==> src/kmd_pkg.sv <==
// ----------------------------------------------------------------------------
// kmd_pkg: keyboard matrix decoder shared definitions
// Matrix geometry, special key positions and the two key code tables.
// ----------------------------------------------------------------------------
package kmd_pkg;

  localparam int ROWS = 8;
  localparam int COLS = 10;
  localparam int KEYS = ROWS * COLS;

  localparam int ROW_W = $clog2(ROWS);
  localparam int IDX_W = 7;

  typedef logic [ROW_W-1:0] row_t;
  typedef logic [IDX_W-1:0] key_idx_t;
  typedef logic [COLS-1:0]  sense_t;
  typedef logic [7:0]       code_t;

  localparam row_t     LAST_ROW    = row_t'(ROWS - 1);
  localparam key_idx_t KEY_SHIFT_A = 7'd60;
  localparam key_idx_t KEY_SHIFT_B = 7'd66;
  localparam key_idx_t CTRL_POS    = 7'd20;
  localparam key_idx_t LOCK_POS    = 7'd40;
  localparam key_idx_t KEY_LIMIT   = key_idx_t'(KEYS);

  localparam code_t CTRL_MASK    = 8'h1F;
  localparam code_t CASE_BIT     = 8'h20;
  localparam code_t CHAR_LOWER_A = 8'h61;
  localparam code_t CHAR_LOWER_Z = 8'h7A;

  localparam code_t PLAIN_TAB [KEYS] = '{
    8'h31, 8'h33, 8'h35, 8'h37, 8'h39, 8'h2D, 8'h5C, 8'h0C, 8'h03, 8'h81,
    8'h1B, 8'h32, 8'h34, 8'h36, 8'h38, 8'h30, 8'h5E, 8'h05, 8'h08, 8'h85,
    8'h00, 8'h77, 8'h72, 8'h79, 8'h69, 8'h70, 8'h5B, 8'h0B, 8'h09, 8'h82,
    8'h71, 8'h65, 8'h74, 8'h75, 8'h6F, 8'h40, 8'h0A, 8'h08, 8'h7F, 8'h86,
    8'h00, 8'h73, 8'h66, 8'h68, 8'h6B, 8'h3B, 8'h5D, 8'h19, 8'h00, 8'h87,
    8'h61, 8'h64, 8'h67, 8'h6A, 8'h6C, 8'h3A, 8'h0D, 8'h1A, 8'h00, 8'h83,
    8'h00, 8'h78, 8'h76, 8'h6E, 8'h2C, 8'h2F, 8'h00, 8'h0A, 8'h00, 8'h88,
    8'h7A, 8'h63, 8'h62, 8'h6D, 8'h2E, 8'h5F, 8'h15, 8'h0C, 8'h20, 8'h84
  };

  localparam code_t SHIFT_TAB [KEYS] = '{
    8'h21, 8'h23, 8'h25, 8'h27, 8'h29, 8'h3D, 8'h7C, 8'h37, 8'h39, 8'h89,
    8'h1B, 8'h22, 8'h24, 8'h26, 8'h28, 8'h30, 8'h7E, 8'h38, 8'h08, 8'h8D,
    8'h00, 8'h57, 8'h52, 8'h59, 8'h49, 8'h50, 8'h7B, 8'h35, 8'h34, 8'h8A,
    8'h51, 8'h45, 8'h54, 8'h55, 8'h4F, 8'h60, 8'h0A, 8'h31, 8'h36, 8'h8E,
    8'h00, 8'h53, 8'h46, 8'h48, 8'h4B, 8'h2B, 8'h7D, 8'h33, 8'h00, 8'h8F,
    8'h41, 8'h44, 8'h47, 8'h4A, 8'h4C, 8'h2A, 8'h0D, 8'h32, 8'h00, 8'h8B,
    8'h00, 8'h58, 8'h56, 8'h4E, 8'h3C, 8'h3F, 8'h00, 8'h2E, 8'h00, 8'h90,
    8'h5A, 8'h43, 8'h42, 8'h4D, 8'h3E, 8'h5F, 8'h30, 8'h0D, 8'h20, 8'h8C
  };

endpackage

==> src/keyboard_matrix_decoder.sv <==
// ----------------------------------------------------------------------------
// keyboard_matrix_decoder: key matrix scan to key code
// Collects one sense word per row, picks the first ordinary pressed key of a
// frame, reports its translated code after the last row if the key changed.
// ----------------------------------------------------------------------------
//   channel  handshake            payload
//   in       in_valid/in_ready    row_sense[9:0], rows 0..7 in order
//   out      out_valid/out_ready  key_code[7:0], key_valid, one item per frame
//
// One row item per cycle sustained unless a held result stalls a last row:
// an input register feeds the column priority encoder and table lookup,
// which load the result register.
// Synchronous active-high rst clears the frame state and the alpha lock.
// A held result stalls only the last row of the next frame; other rows flow.
module keyboard_matrix_decoder (
  input  logic        clk,
  input  logic        rst,
  input  logic        in_valid,
  output logic        in_ready,
  input  logic [9:0]  row_sense,
  output logic        out_valid,
  input  logic        out_ready,
  output logic [7:0]  key_code,
  output logic        key_valid
);

  // input register
  logic            s1_valid;
  kmd_pkg::sense_t s1_sense;

  // frame state
  kmd_pkg::row_t     row_count;
  logic              shift_seen;
  logic              ctrl_seen;
  logic              lock_seen;
  logic              press_found;
  kmd_pkg::key_idx_t press_index;
  logic              alpha_lock;
  logic              prev_lock;
  logic              last_valid;
  kmd_pkg::key_idx_t last_index;

  logic              frame_end;
  logic              s1_fire;
  kmd_pkg::key_idx_t row_base;
  logic              row_shift;
  logic              row_ctrl;
  logic              row_lock;
  logic              row_found;
  kmd_pkg::key_idx_t row_index;
  logic              shift_all;
  logic              ctrl_all;
  logic              lock_all;
  logic              found_all;
  kmd_pkg::key_idx_t index_all;
  logic              alpha_lock_next;
  logic              report;
  kmd_pkg::key_idx_t tab_index;
  kmd_pkg::code_t    raw_code;
  kmd_pkg::code_t    code_next;

  assign frame_end = (row_count == kmd_pkg::LAST_ROW);
  assign s1_fire   = s1_valid && (!frame_end || !out_valid || out_ready);
  assign in_ready  = !s1_valid || s1_fire;

  assign row_base = {1'b0, row_count, 3'b000} + {3'b000, row_count, 1'b0};

  always_comb begin
    kmd_pkg::key_idx_t idx;
    row_shift = 1'b0;
    row_ctrl  = 1'b0;
    row_lock  = 1'b0;
    row_found = 1'b0;
    row_index = '0;
    for (int col = 0; col < kmd_pkg::COLS; col++) begin
      idx = row_base + kmd_pkg::key_idx_t'(col);
      if (!s1_sense[col]) begin
        if (idx == kmd_pkg::KEY_SHIFT_A || idx == kmd_pkg::KEY_SHIFT_B) begin
          row_shift = 1'b1;
        end else if (idx == kmd_pkg::CTRL_POS) begin
          row_ctrl = 1'b1;
        end else if (idx == kmd_pkg::LOCK_POS) begin
          row_lock = 1'b1;
        end else if (!row_found) begin
          row_found = 1'b1;
          row_index = idx;
        end
      end
    end
  end

  assign shift_all = shift_seen | row_shift;
  assign ctrl_all  = ctrl_seen | row_ctrl;
  assign lock_all  = lock_seen | row_lock;
  assign found_all = press_found | row_found;
  assign index_all = press_found ? press_index : row_index;

  // lock toggles before the code of the same frame is translated
  assign alpha_lock_next = alpha_lock ^ (lock_all && !prev_lock);
  assign report = found_all && (!last_valid || index_all != last_index);
  assign tab_index = (index_all < kmd_pkg::KEY_LIMIT) ? index_all : '0;
  assign raw_code = shift_all ? kmd_pkg::SHIFT_TAB[tab_index]
                              : kmd_pkg::PLAIN_TAB[tab_index];

  always_comb begin
    code_next = '0;
    if (report) begin
      if (ctrl_all) begin
        code_next = raw_code & kmd_pkg::CTRL_MASK;
      end else if (alpha_lock_next && raw_code >= kmd_pkg::CHAR_LOWER_A
                   && raw_code <= kmd_pkg::CHAR_LOWER_Z) begin
        code_next = raw_code - kmd_pkg::CASE_BIT;
      end else begin
        code_next = raw_code;
      end
    end
  end

  always_ff @(posedge clk) begin
    if (rst) begin
      s1_valid <= 1'b0;
    end else if (in_ready) begin
      s1_valid <= in_valid;
    end
    if (in_ready && in_valid) begin
      s1_sense <= row_sense;
    end
  end

  always_ff @(posedge clk) begin
    if (rst) begin
      row_count   <= '0;
      shift_seen  <= 1'b0;
      ctrl_seen   <= 1'b0;
      lock_seen   <= 1'b0;
      press_found <= 1'b0;
      press_index <= '0;
      alpha_lock  <= 1'b0;
      prev_lock   <= 1'b0;
      last_valid  <= 1'b0;
      last_index  <= '0;
    end else if (s1_fire) begin
      if (frame_end) begin
        row_count   <= '0;
        shift_seen  <= 1'b0;
        ctrl_seen   <= 1'b0;
        lock_seen   <= 1'b0;
        press_found <= 1'b0;
        press_index <= '0;
        alpha_lock  <= alpha_lock_next;
        prev_lock   <= lock_all;
        last_valid  <= found_all;
        last_index  <= found_all ? index_all : '0;
      end else begin
        row_count   <= row_count + 1'b1;
        shift_seen  <= shift_all;
        ctrl_seen   <= ctrl_all;
        lock_seen   <= lock_all;
        press_found <= found_all;
        press_index <= index_all;
      end
    end
  end

  // result register
  always_ff @(posedge clk) begin
    if (rst) begin
      out_valid <= 1'b0;
    end else if (s1_fire && frame_end) begin
      out_valid <= 1'b1;
    end else if (out_ready) begin
      out_valid <= 1'b0;
    end
    if (s1_fire && frame_end) begin
      key_code  <= code_next;
      key_valid <= report;
    end
  end

endmodule

==> config.mk <==
export PLATFORM = sky130hd
export DESIGN_NAME = keyboard_matrix_decoder
export DESIGN_NICKNAME = d
export VERILOG_FILES = /design/src/kmd_pkg.sv /design/src/keyboard_matrix_decoder.sv
export SDC_FILE = /design/constraint.sdc
export NUM_CORES = 1
export LEC_CHECK = 0
export BUFFER_PORTS_ARGS = -buffer_cell sky130_fd_sc_hd__buf_4
export CAP_MARGIN = 5
export CORE_MARGIN = 2
export CORE_UTILIZATION = 40
export DETAILED_ROUTE_END_ITERATION = 16
export PLACE_DENSITY_LB_ADDON = 0.2
export SETUP_SLACK_MARGIN = 0.02
export SYNTH_ARGS = -nofsm -noshare
export SYNTH_HDL_FRONTEND = slang
export SYNTH_SLANG_ARGS = --single-unit
==> constraint.sdc <==
create_clock -name clk -period 6.6 [get_ports clk]
set_input_delay 0 -clock clk [delete_from_list [all_inputs] [get_ports clk]]
set_output_delay 0 -clock clk [all_outputs]
set_load 0.05 [all_outputs]
## After elaboration in Yosys (flattened, before gate mapping)

Memory sizes are Yosys's and may differ from the RTL's.
Index checks and enable logic that the tools add are counted.

- Word-level logic and storage cells: 309
- Bits in latches: 0
- Bits in writable memories: 0
- Input port bits: 14
- Memories kept: 2
- Register bits after elaboration: 45
- ROM bits: 2,048
- Output and inout port bits: 11

Memory list:

| name | words | width | read ports | clocked after Yosys merged registers in | wr ports | line | RTL |
|---|---|---|---|---|---|---|---|
| (no name shown) | 128 | 8 | 1 | 0 | 0 | keyboard_matrix_decoder.sv:103 | `: kmd_pkg::PLAIN_TAB[tab_index];` |
| (no name shown) | 128 | 8 | 1 | 0 | 0 | keyboard_matrix_decoder.sv:102 | `assign raw_code = shift_all ? kmd_pkg::SHIFT_TAB[tab_index]` |

- Multipliers: 0
- Add/subtract/negate cells: 12
- Reductions and logical operators: 29
- Mux-type cells: 197
- $lt $le $gt $ge: 4
- Eq/ne operators: 42
- Shift-type cells: 0
- Bitwise operators: 7
- Divide/modulo/power cells: 0

Operators by type and width:

| operator | count |
|---|---|
| two-way mux 7 bit | 53 |
| == test 7 x 6 -> 1 bit, second input constant | 20 |
| two-way mux 1 bit | 136 |
| == test 7 x 5 -> 1 bit, second input constant | 10 |
| == test 7 bit, second input constant | 10 |
| two-way mux 8 bit | 6 |
| adder 7 x 3 -> 7 bit, second input constant | 4 |
| adder 7 x 2 -> 7 bit, second input constant | 2 |
| adder 7 x 4 -> 7 bit, second input constant | 2 |
| logical OR 1 bit | 14 |
| greater-or-equal comparator 8 x 7 -> 1 bit, second input constant | 1 |
| greater-or-equal comparator 8 bit, second input constant | 1 |
| <= comparator 8 x 7 -> 1 bit, second input constant | 1 |
| inverter 7 -> 8 bit | 1 |
| subtractor 8 x 6 -> 8 bit, second input constant | 1 |
| adder 6 x 4 -> 7 bit | 1 |
| adder 7 x 1 -> 7 bit, second input constant | 1 |
| logical AND 1 bit | 7 |
| less-than comparator 7 bit, second input constant | 1 |
| != test 7 bit | 1 |
| logical NOT 1 bit | 5 |
| two-way mux 5 bit | 1 |
| bitwise OR 1 bit | 4 |
| adder 3 x 1 -> 3 bit, second input constant | 1 |
| other kinds (7) | 7 |

## Logic depth before layout (Yosys ltp)

Gate-level depths: netlist of run 1.

- Depth in word-level cells: 64
- Gate-level depth with buffers: 28
- Depth with buffers taken out: 23

## Worst setup path after synthesis of run 1

Ideal clock, no wire load.

- Kind: register -> register
- From: register row_count[0]
- To: register key_code[7] (data pin)
- Period minus slack after synthesis: 5.897 ns
- Cell stages (with the launch flop): 25
- Data required time: 6.345 ns
- Library setup time: 0.255 ns
- Slack: 0.703 ns
- Buffers on the path: 2
- Data arrival time: 5.642 ns
- Path through: dfxtp_1 -> ha_1 -> ha_1 -> xnor2_1 -> mux2_2 -> or4_1 -> and2_4 -> a2111oi_4 -> a31oi_1 -> a22oi_4 -> a22oi_4 -> buf_4 -> nor2_1 -> inv_1 -> ha_1 -> clkbuf_2 -> nand2_1 -> o211ai_1 -> o2111ai_1 -> o311ai_1 -> or4_1 -> o211ai_1 -> nand4_1 -> o211a_1 -> a31o_1

- Cells in the longest elaborated chain, start to end: 63
- Elaborated cells on any way between the ends: 267
- Those cells by class: add/sub (11); order compare (3); eq/ne (41); mux (187); bitwise (7); reduce/logical (16); memory (2)

RTL lines:

| item | line | RTL |
|---|---|---|
| start: declaration | keyboard_matrix_decoder.sv:32 | `kmd_pkg::row_t row_count;` |
| start signal: assignment | keyboard_matrix_decoder.sv:155 | `row_count <= row_count + 1'b1;` |
| adder 6 x 4 -> 7 bit * | keyboard_matrix_decoder.sv:66 | `assign row_base = {1'b0, row_count, 3'b000} + {3'b000, row_count, 1'b0};` |
| branches (longest 62 deep; another with adder 7 x 1 -> 7 bit) | - |  |
| end signal: assignment | keyboard_matrix_decoder.sv:175 | `key_code <= code_next;` |
| end: declaration | keyboard_matrix_decoder.sv:23 | `output logic [7:0] key_code,` |

Every way passes the cells marked *. The select of a mux whose other input is x is not followed.
A chain may end at the register's enable or synchronous reset.

## Final worst setup path of run 1

- From: register row_count[0]
- To: register key_code[6] (data pin)

Same word-level chain as after synthesis.

==> results of run 1 <==
-- metal layers --
layer  part of all wire (%)  wire (um)
met4                    3.1        651
met5                      0          0
met2                     43       9070
met3                     12       2510
met1                     42       8770
-- kinds of logic after synthesis --
logic type                 synth area share (%)
buffers and inverters                      6.53
xor gates and xnor gates                   4.37
AOI/OAI and AO/OA                          38.1
and+or+nand+nor                            23.6
adders and majority gates                  6.11
DFF                                        20.5
muxes                                     0.776
-- path summary, 6_finish.rpt --
path	startpoint	endpoint	cells after the start
hold / removal	out_ready	out_valid	4
hold reg to reg	last_valid	last_valid	2
setup reg to reg	row_count[0]	key_code[6]	23
setup / recovery	row_count[0]	key_code[6]	23
-- per-stage QoR --
stage | std cells | total power, mW | worst slack (ns)
floorplan | 685 | 0.672 | 0.703
global placement | 893 | 0.855 | 0.501
detailed placement | 893 | 0.850 | 0.365
CTS | 913 | 1.11 | 0.327
global route | 913 | 1.18 | 0.0687
finish | 913 | 1.13 | 0.467
-- cell usage after synthesis (10+ instances only) --
master | n | share of area [%]
a21oi_1 | 36 | 3.4
ha_1 | 26 | 6.1
nand2_1 | 66 | 4.7
inv_1 | 21 | 1.5
a31oi_1 | 15 | 1.8
a22oi_1 | 12 | 1.7
nor3_1 | 22 | 2.1
nand3_1 | 21 | 2.0
nor2_1 | 85 | 6.0
a211oi_1 | 19 | 2.7
dfxtp_1 | 26 | 9.8
xnor2_1 | 17 | 2.8
nor4_1 | 10 | 1.2
edfxtp_1 | 19 | 11
buf_2 | 16 | 1.5
o21ai_0 | 31 | 2.9
clkbuf_1 | 18 | 1.3
-- cell type report --
cell class              count  area [sq um]  area share, %
multi-input cells         568          3930           63.3
flip-flops and latches     45          1090           17.6
clock buffers               5           125           2.02
well taps                 176           220           3.55
inverters                  22          82.6           1.33
clock inverters             3          20.0          0.323
repair buffers             94           736           11.9
-- critical path, stage by stage, from the launching register on --
cell,delay (ns)
dfxtp_2,0.44
ha_1,0.28
buf_4,0.25
ha_1,0.22
a21oi_1,0.37
xor2_2,0.29
a41o_1,0.29
a22oi_1,0.17
a211o_1,0.33
a32oi_1,0.31
o41a_1,0.30
o22ai_4,0.10
nand2_1,0.13
inv_1,0.14
ha_1,0.30
nor3_1,0.21
a211oi_1,0.09
o21a_1,0.27
o32ai_1,0.32
nor3_1,0.12
o32ai_2,0.37
nand4_1,0.13
o211a_1,0.26
a311oi_1,0.24
-- flip-flops by register name, indices dropped and copies added (netlist names), 3 cells and up --
register / count
s1_sense: 10
row_count: 3
press_index: 7
last_index: 7
key_code: 8
-- power by group through the flow --
stage               Sequential, mW  Clock, mW  Combinational [mW]
floorplan                    0.316          0               0.356
global placement             0.323          0               0.532
detailed placement           0.323          0               0.527
CTS                          0.317      0.258               0.535
global route                 0.319      0.268               0.592
finish                       0.318      0.251               0.559
-- repair_timing --
| action | 4_1_cts | 5_1_grt |
|---|---|---|
| endpoints found under the setup margin | 0 | 3 |
| endpoints found under the hold margin | 12 | 0 |
| hold buffers | 12 | 0 |
| resized for setup | 0 | 8 |
==> impl_metrics.ini, run 1 <==
[floorplanning]
start_util_pct = 40.5
pin_count = 25
die_x_um = 119
die_area_sq_mm = 0.0142
fp-row-count = 42
fp.dieH_um = 119
core-area_sq_mm = 0.0131

[setup_path]
worst_setup_path_start_kind = flop
r2r_setup_slack_ns = 0.47
crit_path_max_fanout = 29
worstSetupPathType = reg2reg
cp-end-kind = flop
required_ns = 6.70
worstPathArrival_ns = 6.23

[route]
wirelength_um = 21000
drtAntennaViolNets = 0
vias = 6138
remaining_drc_errors = 0
drt_iter0_markers = 1061
first_pass_iters = 8
avgViaCountPerCell = 6.72
wl_per_cell_um = 23.0

[synthesis]
netlist_instances = 685
syn-num-nets = 725
ys_ff_latch = 45
avgSynthCellArea_sq_um = 7.77
yosys_warnings = 0
netlist_area_sq_mm = 0.00532
synth-async-reset-ratio_pct = 0
synth-edff-count = 19
synth-seq-area-share_pct = 20.5
synth_cell_type_count = 102
synthFlopType = dfxtp_1

[sta]
final-setup-viol-count = 0
max_freq_mhz = 163
totalNegativeSetupSlack_ns = 0
slew_headroom_pct = 44.0
worstMarginPinSlew_ns = 0.832
period_share_pct = 92.9
min_period_ns = 6.13
drv_slew = 0
hold_viol = 0
grt_setup_unrepaired = no
fin_skew_ns = 0.00466
hold_ws_ns = 0.0321

[pwr]
p_clk_share_pct = 22.3
seqPwrFrac_pct = 28.2
p_int_uw = 648
p_switching_uw = 480
p_leak_nw = 2.30
swShare_pct = 42.5
p_per_area_mw_per_mm2 = 182
ir_worst_vdd_mv = 0.0884
combPwrFrac_pct = 49.5

[run]
drv_cap = 0

[cts]
clock_latency_ns = 0.29
clockBufferDepth = 2
cts_tree = yes
clkTransAtPathRegs_ns = 0.06
clock-sinks = 45
cts_max_level = 2
cts_buffers = 5
cts_setup_buffers = 0
cts_root_buf = clkbuf_16

[placement]
hpwl_um = 15800
placed_area_sq_mm = 0.00590
routabilityCongestion = 1.05
portBuffers = 24

[cells_and_area]
diodes = 0
final_common_cell = nor2_1
finish.instance_area_sq_mm = 0.00620
final_util_pct = 47.2
area_delta_synth_final_pct = 16.5
final_layout_size_suffix_gt1_share_pct = 18.7
mostFrequentLayoutCells = nor2_1, buf_4, nand2_1
num-fill-cells = 1287
nets = 776

[global_route]
top_usage_layer = met2
met2_usage_pct = 43.8
grt_max_degree = 30
grt_pass1_vias = 5664
grt-ovfl-total = 0
track_usage_pct = 29.1
use_met3_pct = 7.42
grt_pass1_wl_um = 32500
use_met1_pct = 40.6
antenna_found_initial = 1

[hold_path]
hold_path.class = in2reg

[status]
status = completed
Power figures use the tool's default switching activity.
==> run 2, diff against run 1 <==
REMOVE_ABC_BUFFERS = 1   (was unset)
==> run 2 against run 1 <==
Effect of this change:
- hold slack worse by 0.018 ns
- critical endpoint is now key_code[7]
- maximum frequency down 0.67%
- core utilization is 0.43 points lower
- sequential share of layout area increased by 0.18 points
==> impl_metrics.ini, run 2 (same netlist as run 1, synthesis figures left out) <==
[route]
wl_per_cell_um = 23.1
wirelength_um = 20900
vias = 6168
drtAntennaViolNets = 0
first_pass_iters = 6
avgViaCountPerCell = 6.82
drt_iter0_markers = 1127
remaining_drc_errors = 0

[global_route]
antenna_found_initial = 0
grt_max_degree = 30
grt_pass1_wl_um = 31600
grt_pass1_vias = 5536
track_usage_pct = 28.3
grt-ovfl-total = 0

[pwr]
p_leak_nw = 2.25
p_per_area_mw_per_mm2 = 185
ir_worst_vdd_mv = 0.104

[sta]
max_freq_mhz = 162
totalNegativeSetupSlack_ns = 0
fin_skew_ns = 0.0131
grt_setup_unrepaired = no
final-setup-viol-count = 0
min_period_ns = 6.17
period_share_pct = 93.5
hold_viol = 0
slew_headroom_pct = 33.5
worstMarginPinSlew_ns = 0.972
drv_slew = 0

[hold_path]
hold_start = rst
hold_path.class = in2reg
holdPathStages = 2
hold_end = row_count[0]

[floorplanning]
start_util_pct = 40.5
die_area_sq_mm = 0.0142
fp.dieH_um = 119
pin_count = 25
core-area_sq_mm = 0.0131
fp-row-count = 42
die_x_um = 119

[setup_path]
crit_family = compound AO/OA/AOI/OAI gates
worstSetupPathType = reg2reg
worstPathArrival_ns = 6.22
regToRegEndpoint = key_code[7]
worst-path-buf-inv = 4
required_ns = 6.65
crit_path_max_fanout = 10
crit_path_max_incr_delay_ns = 0.46
cp-end-kind = flop
r2r-start = row_count[0]
reg2reg_depth = 24
r2r_setup_slack_ns = 0.43
worst_setup_path_start_kind = flop
crit_path_cell_trace = ha_1, ha_2, xnor2_1, mux2_2, or4_1, and2_4, a2111oi_4, a31oi_1, a22oi_4, a22oi_4, nor2_2, inv_1, ha_1, buf_4, inv_1, o21ai_0, a2bb2oi_1, a211oi_1, o22ai_1, a22oi_1, buf_4, nand4_1, o211a_1, a31o_1
cpMaxStageDelayCell = dfxtp_2

[cts]
clock-sinks = 45
clock_latency_ns = 0.30
cts_buffers = 5
cts_tree = yes
clkTransAtPathRegs_ns = 0.08
cts_max_level = 2
cts_setup_buffers = 0
clockBufferDepth = 2
cts_root_buf = clkbuf_16

[cells_and_area]
regArea_sq_mm = 0.00109
multiInputGateArea_sq_mm = 0.00393
largest_reg_flops = 10
largest_register = s1_sense
final_common_cell = nor2_1
area_delta_synth_final_pct = 15.5
final_layout_size_suffix_gt1_share_pct = 18.0
mostFrequentLayoutCells = nor2_1, buf_4, nand2_1
num-fill-cells = 1276
final_cells = 905
largestRegisters = s1_sense x10, key_code x8
diodes = 0
nets = 768

[status]
status = completed

[placement]
hpwl_um = 15400
portBuffers = 24
routabilityCongestion = 1.00
placedCellCount = 886

[run]
drv_cap = 0
## run 2: cell count changes in the layout (fill, tap and decap cells not counted), sizes merged
cell and change:
buf -7, dlygate4sd3 -1, clkinvlp +1, clkinv -1
## run 2: power breakdown
part	internal (mW)	switching [mW]
Sequential	0.303	0.0144
Combinational	0.202	0.358
Clock	0.143	0.117
Total	0.647	0.489
## run 2: worst max path at each step
stage                  from  cells after the start           to  slack [ns]
5_1_grt        row_count[0]                     24  key_code[5]         0.1
4_1_cts        row_count[0]                     24  key_code[7]        0.27
6_report       row_count[0]                     24  key_code[7]        0.43
3_5_place_dp   row_count[0]                     24  key_code[7]        0.30
3_3_place_gp   row_count[0]                     23  key_code[7]        0.47
2_1_floorplan  row_count[2]                     22  key_code[7]        0.01
## run 2: metrics by stage
step	setup slack, ns	area [sq um]	total power, mW	util (%)	hold WS (ns)
6_report	0.426	6150	1.14	46.8	0.0144
2_1_floorplan	0.0104	5060	0.652	-	0.0691
3_3_place_gp	0.469	5850	0.859	44.5	0.178
5_1_grt	0.0951	6150	1.19	46.8	0.0188
3_5_place_dp	0.296	5850	0.848	44.5	0.181
4_1_cts	0.273	6110	1.11	46.5	0.0130
## run 2: area by class of cell
class                           count  share of cell area [%]
Clock inverter                      3                   0.407
Clock buffer                        5                    2.04
Tap cell                          176                    3.58
Sequential cell                    45                    17.8
Multi-Input combinational cell    568                    63.9
Inverter                           22                    1.34
Timing Repair Buffer               86                    10.9
## run 2: metal layers
layer | share of wire [%] | up-vias | GRT usage [%]
met3 | 13 | 81 | 9.24
met4 | 3.4 | 0 | 10.3
met2 | 42 | 484 | 39.7
met5 | 0 | - | 0
met1 | 42 | 2877 | 40.3
li1 | - | 2726 | -
## run 2: what timing repair did
action | 4_1_cts | 5_1_grt
resized for setup | 0 | 8
endpoints found under the hold margin | 11 | 0
endpoints found under the setup margin | 0 | 3
hold buffers | 11 | 0
==> run 3, diff against run 2 <==
CORE_UTILIZATION = 43   (was 40)
==> run 3 against run 2 <==
Effect of this change:
- die area fell by 6.7%
- core utilization grew 4.1 points
- hold slack better by 0.015 ns
- wire length rose by 1.5%
- power is 1.1% lower
- sequential power barely moved
- non-clock buffer count decreased by 1
- register-to-register slack got worse by 0.07 ns
- setup slack worse by 0.074 ns
- critical endpoint is now key_code[6]
- clock-buffer cell count up 1
- flip-flop and latch count is the same
==> impl_metrics.ini, run 3 (same netlist as run 1, synthesis figures left out) <==
[route]
vias = 6185
wl_per_cell_um = 23.6
drtAntennaViolNets = 0
first_pass_iters = 7
wirelength_um = 21200
remaining_drc_errors = 0
drt_iter0_markers = 845
avgViaCountPerCell = 6.90

[setup_path]
cpMaxStageDelayCell = a211oi_2
crit_family = compound AO/OA/AOI/OAI gates
worst-path-buf-inv = 4
worstSetupPathType = reg2reg
r2r_setup_slack_ns = 0.35
reg2reg_depth = 23
r2r-start = row_count[1]
required_ns = 6.71
crit_path_max_fanout = 20
worst_setup_path_start_kind = flop
worstPathArrival_ns = 6.36
crit_path_max_incr_delay_ns = 0.50
regToRegEndpoint = key_code[6]
cp-end-kind = flop
crit_path_cell_trace = buf_4, inv_1, ha_1, xor2_1, a211oi_2, a211o_1, a22oi_1, a211o_1, a32oi_1, o41a_1, o22ai_4, nand2_1, inv_1, ha_1, nor2_1, a211oi_1, o41ai_1, a21oi_1, o32ai_2, ha_1, inv_1, nor2_1, a311oi_1

[cts]
cts_buffers = 5
cts_setup_buffers = 0
clockBufferDepth = 2
clock_latency_ns = 0.30
cts_max_level = 2
cts_root_buf = clkbuf_16
cts_tree = yes
clock-sinks = 45
clkTransAtPathRegs_ns = 0.06

[sta]
min_period_ns = 6.25
setup_ws_ns = 0.352
hold_viol = 0
period_share_pct = 94.7
worstMarginPinSlew_ns = 0.950
slew_headroom_pct = 36.1
hold_ws_ns = 0.0292
max_freq_mhz = 160
grt_setup_unrepaired = no
final-setup-viol-count = 0
fin_skew_ns = 0.00845
totalNegativeSetupSlack_ns = 0
drv_slew = 0

[placement]
routabilityCongestion = 1.03
placedCellCount = 875
portBuffers = 24
placed_area_sq_mm = 0.00582
hpwl_um = 15700
dpl_worst_slack_ns = 0.293

[cells_and_area]
finish.instance_area_sq_mm = 0.00614
num-fill-cells = 1159
final_layout_size_suffix_gt1_share_pct = 17.4
diodes = 0
final_cells = 896
mostFrequentLayoutCells = nor2_1, buf_4, nand2_1
area_delta_synth_final_pct = 15.3
final_common_cell = nor2_1
largestRegisters = s1_sense x10, key_code x8
largest_reg_flops = 10
nets = 767
final_util_pct = 50.9
largest_register = s1_sense

[global_route]
top_usage_layer = met1
grt_pass1_vias = 5773
met2_usage_pct = 44.1
grt_pass1_wl_um = 33200
use_met1_pct = 47.8
antenna_found_initial = 0
grt-ovfl-total = 0
track_usage_pct = 32.6
grt_max_degree = 30
use_met3_pct = 11.8

[pwr]
p_per_area_mw_per_mm2 = 183
power.total_mw = 1.12
ir_worst_vdd_mv = 0.109
p_leak_nw = 2.25

[status]
status = completed

[hold_path]
hold_path.class = in2reg
hold_end = out_valid
holdPathStages = 4
hold_start = out_ready

[floorplanning]
fp.dieH_um = 115
start_util_pct = 44.1
core-area_sq_mm = 0.0121
die_x_um = 115
pin_count = 25
fp-row-count = 40
die_area_sq_mm = 0.0133

[run]
drv_cap = 0
==> run 3: cell count changes in the layout (fill, tap and decap cells not counted), moves of 2 or more <==
cell | before | now
buf_4 | 75 | 72
inv_4 | 0 | 2
dlygate4sd3_1 | 11 | 13
dfxtp_1 | 24 | 26
inv_6 | 2 | 0
dfxtp_2 | 2 | 0
==> run 3: what timing repair did <==
item,4_1_cts,5_1_grt
hold buffers,13,0
endpoints found under the setup margin,0,3
hold endpoints to repair,23,0
resized for setup,0,8
==> run 3: worst max-delay path by stage <==
stage                     slack [ns]    startpoint     endpoint  cells after the start
final                           0.35  row_count[1]  key_code[6]                     23
after global placement          0.42  row_count[2]  key_code[7]                     23
after floorplan                 0.01  row_count[2]  key_code[7]                     22
after global routing            0.05  row_count[2]  key_code[6]                     25
after CTS                       0.26  row_count[2]  key_code[7]                     23
after detailed placement        0.29  row_count[2]  key_code[7]                     23
==> run 3: routing by layer <==
| metal | wire [um] | vias to the layer above |
|---|---|---|
| met2 | 8380 | 476 |
| met1 | 9100 | 2908 |
| met5 | 0 | - |
| met4 | 551 | 0 |
| li1 | - | 2726 |
| met3 | 3160 | 75 |
==> run 3: layout make-up <==
class / instances / area (sq um) / area share, %
multi-input combinational: 568 / 3940 / 64.2
sequential: 45 / 1090 / 17.8
timing repair buffer: 85 / 671 / 10.9
tap: 168 / 210 / 3.43
clock buffer: 6 / 129 / 2.10
inverter: 22 / 82.6 / 1.35
clock inverter: 2 / 12.5 / 0.204
==> run 3: worst register-to-register path, cell delays in order (launching register included) <==
cell,delay (ns)
dfxtp_1,0.34
buf_4,0.27
inv_1,0.23
ha_1,0.39
xor2_1,0.22
a211oi_2,0.50
a211o_1,0.23
a22oi_1,0.17
a211o_1,0.34
a32oi_1,0.30
o41a_1,0.29
o22ai_4,0.10
nand2_1,0.11
inv_1,0.13
ha_1,0.30
nor2_1,0.44
a211oi_1,0.16
o41ai_1,0.37
a21oi_1,0.11
o32ai_2,0.42
ha_1,0.31
inv_1,0.05
nor2_1,0.04
a311oi_1,0.26
==> run 3: report_power, final <==
| part | internal [mW] | switching (mW) |
|---|---|---|
| Combinational | 0.200 | 0.359 |
| Clock | 0.141 | 0.108 |
| Sequential | 0.303 | 0.0136 |
